## src/design/fcl_pkg.sv

```systemverilog
package fcl_pkg;

  // default sizes
  localparam int MAX_IN_DEF  = 64;
  localparam int MAX_OUT_DEF = 64;

  // config register widths and indexes
  localparam int CFG_IDX_W  = 2;
  localparam int CFG_DATA_W = 7;
  localparam int DIM_W      = 7;

  localparam logic [CFG_IDX_W-1:0] REG_IN_DIMS  = 2'd0;
  localparam logic [CFG_IDX_W-1:0] REG_OUT_DIMS = 2'd1;
  localparam logic [CFG_IDX_W-1:0] REG_USE_BIAS = 2'd2;

  localparam logic [DIM_W-1:0] DIM_RESET = 7'd64;

  typedef enum logic [1:0] {
    FUNC_WEIGHT = 2'd0,
    FUNC_BIAS   = 2'd1,
    FUNC_ACT    = 2'd2
  } func_t;

  typedef enum logic [1:0] {
    ST_IDLE,
    ST_MAC,
    ST_DRAIN,
    ST_EMIT
  } state_t;

  // sequencer to datapath
  typedef struct packed {
    logic take;     // request accepted this cycle
    logic clr;      // sample start: drop all accumulator valid bits
    logic mac_rd;   // issue weight read for one output
    logic emit_rd;  // issue accumulator and bias read for one result
    logic last;     // final result of the sample
  } ctl_t;

endpackage

```

## src/design/fcl_ctrl.sv

```systemverilog
module fcl_ctrl #(
  parameter int MAX_IN  = fcl_pkg::MAX_IN_DEF,
  parameter int MAX_OUT = fcl_pkg::MAX_OUT_DEF,
  localparam int DW = $clog2(MAX_IN + 1),
  localparam int CW = (MAX_IN > 1) ? $clog2(MAX_IN) : 1,
  localparam int OW = (MAX_OUT > 1) ? $clog2(MAX_OUT) : 1
) (
  input  logic               clk,
  input  logic               rst,
  input  logic               start,
  input  logic [1:0]         func,
  input  logic [DW-1:0]      nin,
  input  logic [OW-1:0]      nout_last,
  output logic               busy,
  output fcl_pkg::ctl_t      ctl,
  output logic [OW-1:0]      idx,
  output logic [CW-1:0]      col
);

  fcl_pkg::state_t state, state_next;
  logic [DW-1:0] count;
  logic          fin;
  logic          drain;
  logic          take;
  logic          take_act;
  logic          at_last;

  assign take     = start && (state == fcl_pkg::ST_IDLE);
  assign take_act = take && (func == fcl_pkg::FUNC_ACT);
  assign at_last  = (idx == nout_last);
  assign col      = CW'(count);

  always_comb begin
    state_next = state;
    case (state)
      fcl_pkg::ST_IDLE: begin
        if (take_act) state_next = fcl_pkg::ST_MAC;
      end
      fcl_pkg::ST_MAC: begin
        if (at_last) state_next = fcl_pkg::ST_DRAIN;
      end
      fcl_pkg::ST_DRAIN: begin
        if (drain) state_next = fin ? fcl_pkg::ST_EMIT : fcl_pkg::ST_IDLE;
      end
      fcl_pkg::ST_EMIT: begin
        if (at_last) state_next = fcl_pkg::ST_IDLE;
      end
      default: state_next = fcl_pkg::ST_IDLE;
    endcase
  end

  always_comb begin
    busy        = (state != fcl_pkg::ST_IDLE);
    ctl.take    = take;
    ctl.clr     = take_act && (count == '0);
    ctl.mac_rd  = (state == fcl_pkg::ST_MAC);
    ctl.emit_rd = (state == fcl_pkg::ST_EMIT);
    ctl.last    = (state == fcl_pkg::ST_EMIT) && at_last;
  end

  always_ff @(posedge clk) begin
    if (rst) begin
      state <= fcl_pkg::ST_IDLE;
      idx   <= '0;
      count <= '0;
      fin   <= 1'b0;
      drain <= 1'b0;
    end else begin
      state <= state_next;
      case (state)
        fcl_pkg::ST_IDLE: begin
          if (take_act) begin
            idx   <= '0;
            drain <= 1'b0;
            fin   <= ((DW+1)'(count) + (DW+1)'(1)) >= (DW+1)'(nin);
          end
        end
        fcl_pkg::ST_MAC: begin
          idx <= at_last ? '0 : idx + OW'(1);
        end
        fcl_pkg::ST_DRAIN: begin
          drain <= 1'b1;
          if (drain) count <= fin ? '0 : count + DW'(1);
        end
        fcl_pkg::ST_EMIT: begin
          idx <= at_last ? '0 : idx + OW'(1);
        end
        default: idx <= '0;
      endcase
    end
  end

  // clear of valid bits only when a sample starts from idle
  a_clr_idle: assert property (@(posedge clk) disable iff (rst)
    ctl.clr |-> (state == fcl_pkg::ST_IDLE) && take_act)
    else $error("valid clear outside sample start");

  // no overlap between request take, mac issue and emit issue
  a_one_op: assert property (@(posedge clk) disable iff (rst)
    $onehot0({ctl.take, ctl.mac_rd, ctl.emit_rd}))
    else $error("overlapping datapath operations");

  a_act_start: assert property (@(posedge clk) disable iff (rst)
    take_act |=> (state == fcl_pkg::ST_MAC) && (idx == '0))
    else $error("activation did not start mac sweep at row 0");

  a_drain_len: assert property (@(posedge clk) disable iff (rst)
    (state == fcl_pkg::ST_DRAIN) && drain |=> (state != fcl_pkg::ST_DRAIN))
    else $error("drain longer than two cycles");

  a_last_idle: assert property (@(posedge clk) disable iff (rst)
    ctl.last |=> (state == fcl_pkg::ST_IDLE) && !busy)
    else $error("no return to idle after final result");

endmodule

```

## config.mk

```make
export PLATFORM = sky130hd
export DESIGN_NAME = fcl_ctrl
export DESIGN_NICKNAME = d
export VERILOG_FILES = /design/src/design/fcl_pkg.sv /design/src/design/fcl_ctrl.sv
export SDC_FILE = /design/constraint.sdc
export NUM_CORES = 1
export LEC_CHECK = 0
export BUFFER_PORTS_ARGS = -buffer_cell sky130_fd_sc_hd__buf_2
export CORE_AREA = 2 2 51 53
export DETAILED_ROUTE_END_ITERATION = 8
export DIE_AREA = 0 0 53 55
export PLACE_DENSITY = 0.79
export SLEW_MARGIN = 20
export SYNTH_ARGS = -nofsm -noshare
export SYNTH_HDL_FRONTEND = slang
export SYNTH_SLANG_ARGS = --single-unit
```

## constraint.sdc

```tcl
create_clock -name clk -period 5.5 [get_ports clk]
set_clock_uncertainty 0.2 [all_clocks]
set_input_delay 0.55 -clock clk [delete_from_list [all_inputs] [get_ports clk]]
set_output_delay 0.55 -clock clk [all_outputs]
set_load 0.02 [all_outputs]
```

==> results.md <==
- Post-Synthesis Cell Area: approximately 0.0012 sq mm
- H-tree Lvls: 1
- DRT antenna net count: 0
- Synth Area in XOR/XNOR: roughly 8%
- Main combinational cell family by area after synthesis: simple AND/OR/NAND/NOR gates
- Setup Viol. Count Final: 0
- Final hold vios: 0
- Setup bufs post-CTS: 0
- GRT overflow: 0
- Hold_sp: idx[1]$_SDFFE_PP0P_
- Final wirelength: 2.49 mm
- Top-count cell post-synth: dfxtp_1
- Post-synth top cells: 17 x dfxtp_1, 16 x nor2_1, 15 x nand2_1
- Worst EP arrival: about 1.6 ns
- Synth warn: 0
- TritonCTS Sinks: 17
- Cell Chain, Critical Path: nor3b_2 > and3b_4 > and4b_1 > buf_2
- Lkg Pwr: a little under 0.7 nW
- Tightest Pin Transition: roughly 0.37 ns
- Effective utilization at floorplan: 51.7%
- Inst Count DP: 208
- Area occupied by registers: 340 sq um
- Final WS setup: around 3.1 ns
- Number of remaining DRC errors: 0
- Max capacitance violation total: 0
- GP Congestion: 0.738
- Worst Setup SP: state[0]$_SDFFE_PP0P_
- First-pass GRT wire length: 3.95 mm
- Setup TNS: 0 ns
- Mapped Nets: around 180
- TritonRoute pass-1 iters: 4
- RSZ-0062 raised after global routing: false
- Setup crit start kind: register
- Crit. End Element: output port
- Worst path top cell family by delay: simple AND/OR/NAND/NOR gates
- PD cells: between 150 and 200 mW/mm^2
- Layout cells sized above 1: roughly 27%
- Largest net degree at the start of global routing: 16
- Design area: ~0.0014 sq mm
- Synth Area in Compound Gates: 14.9%
- Asr flop ratio synth: 0%
- Initial antenna violation count: 0
- Status: completed
- Wire length per cell: 11.7 um
- Crit-path slowest cell: dfxtp_1
- Iter 0 DRT Violations: 28
- Insertion delay to the later sink of the worst-skew pair: around 0.3 ns
- Syn Area/Cell: approximately 8.0 sq um
- Post-synth EDFFs: 0
- Ys flop type: dfxtp_1
- Final cell count without fillers: between 200 and 250
- Synth area leader: dfxtp_1
- Nets: 211
- F_max: between 400 and 500 MHz
- Post-synth cell types: 39
- Worst Path Max Fanout: 12
- Peak supply drop: roughly 110 uV
- Fin util: about three fifths
- IO Pins: 36
- GR Util All Layers: between 15 and 20%
- Pre-CTS setup slack: ~3.2 ns
- Combined area of the multi-input logic cells: 772 sq um
- Post-synthesis cell count: ~150
- Post-Synth Simple-Gate Area: 29.2%
- Tcrit/Tclk final: ~43%
- Max-slew headroom: between 70% and 80%
- Placed cell area: ~0.0014 sq mm
- Clock root buffer: clkbuf_4
- Total Power: 0.225 mW
- Port bufs: 35
- Max Slew Vio Count: 0
- TritonCTS clock tree: built
- Cts repair resizes: 0
- Number of antenna diodes: 0
- Minimum clock period: roughly 2.4 ns
- Slowest cell delay on critical path: approximately 0.44 ns
- WS Path Type: reg2out
- Crit Reg-Reg Startpoint: count[2]$_SDFFE_PP0P_
- Chip width: 53 um
- Die area: around 0.0029 sq mm
- Post-synthesis mux area share: 0.921%
- Post-synthesis sequential area ratio: 27.8%
- Number of global-route vias before repair: around 1000
- CORE AREA: 0.00236 sq mm
- Synth Register Bits: 17
- CTS buffer count: 3
- Post-DP HPWL: about 2.0 mm
- CP Data Required Time: between 4 and 5 ns
- Die H: around 55 um
- Number of hold buffers added after CTS: 0
- Synth top area cells: dfxtp_1 28%, ha_1 10%, xnor2_1 5.0%
- Synth Area in Adders: between 10% and 20%
- CTS Buffer Depth: 2
- Hold_ws: roughly 0.35 ns
- HP Class: reg2reg
- Number of buffer and inverter stages on the critical path: 1
- Clock transition at path regs: around 0.11 ns
- FP Rows: 18
- Area share of the largest cell type after synthesis: approximately 28%
- DR vias: between 1000 and 1500
- Vias per cell: 5.32
- Area delta synth->final: 14.3%
- Fill cells: 239
==> path summary, 6_finish.rpt <==
check,end,slack (ns),cells past startpoint
max,ctl[3],3.14,4
min,idx[1]$_SDFFE_PP0P_,0.35,2
max reg2reg,fin$_SDFFE_PP0P_,3.31,8
min reg2reg,idx[1]$_SDFFE_PP0P_,0.35,2
==> final cells by class <==
| cell class | instances | area share, % |
|---|---|---|
| Multi-Input combinational cell | 114 | 55.2 |
| Tap cell | 30 | 2.69 |
| Clock buffer | 3 | 1.61 |
| Clock inverter | 1 | 0.358 |
| Sequential cell | 17 | 24.4 |
| Inverter | 12 | 3.22 |
| Timing Repair Buffer | 35 | 12.5 |
==> cells by family after synthesis <==
| logic type | count (synthesis) |
|---|---|
| AOI/OAI and AO/OA | 29 |
| xor gates and xnor gates | 11 |
| adders and majority gates | 10 |
| buffers and inverters | 22 |
| DFF | 17 |
| muxes | 1 |
| and+or+nand+nor | 63 |
==> layer usage <==
metal,share of wire [%],up-vias,track usage (%)
li1,-,575,-
met1,42,522,19.8
met2,52,26,34.4
met3,4.3,5,2.42
met4,1.4,0,8.12
met5,0,-,0
==> tightest hold or removal path, stage by stage, from the launching register on <==
cell,delay [ns]
dfxtp_1,0.37
nand2_1,0.07
o21ai_0,0.07
==> sequential cells by signal, summed over array words and instances (netlist names) <==
signal	flops
count	7
drain	1
fin	1
idx	6
state	2
==> report_power, final <==
| part | total, mW | internal, mW | switching [mW] |
|---|---|---|---|
| registers | 0.128 | 0.124 | 0.00327 |
| logic | 0.0292 | 0.0136 | 0.0156 |
| clock network | 0.0681 | 0.0271 | 0.0410 |
| total | 0.225 | 0.165 | 0.0599 |
==> cell usage in the layout (no fill, tap or decap), drive strengths merged, types with 2 or more instances in the layout <==
cell type,n
buf,35
dfxtp,17
nor2,17
nand2,15
inv,12
a21oi,11
ha,10
o21ai,9
xnor2,7
nor3,6
nand3,5
nand3b,5
xor2,4
a211o,3
clkbuf,3
nor3b,3
and3,2
a31oi,2
and3b,2
Note: power is estimated with default switching activity, not from simulation.
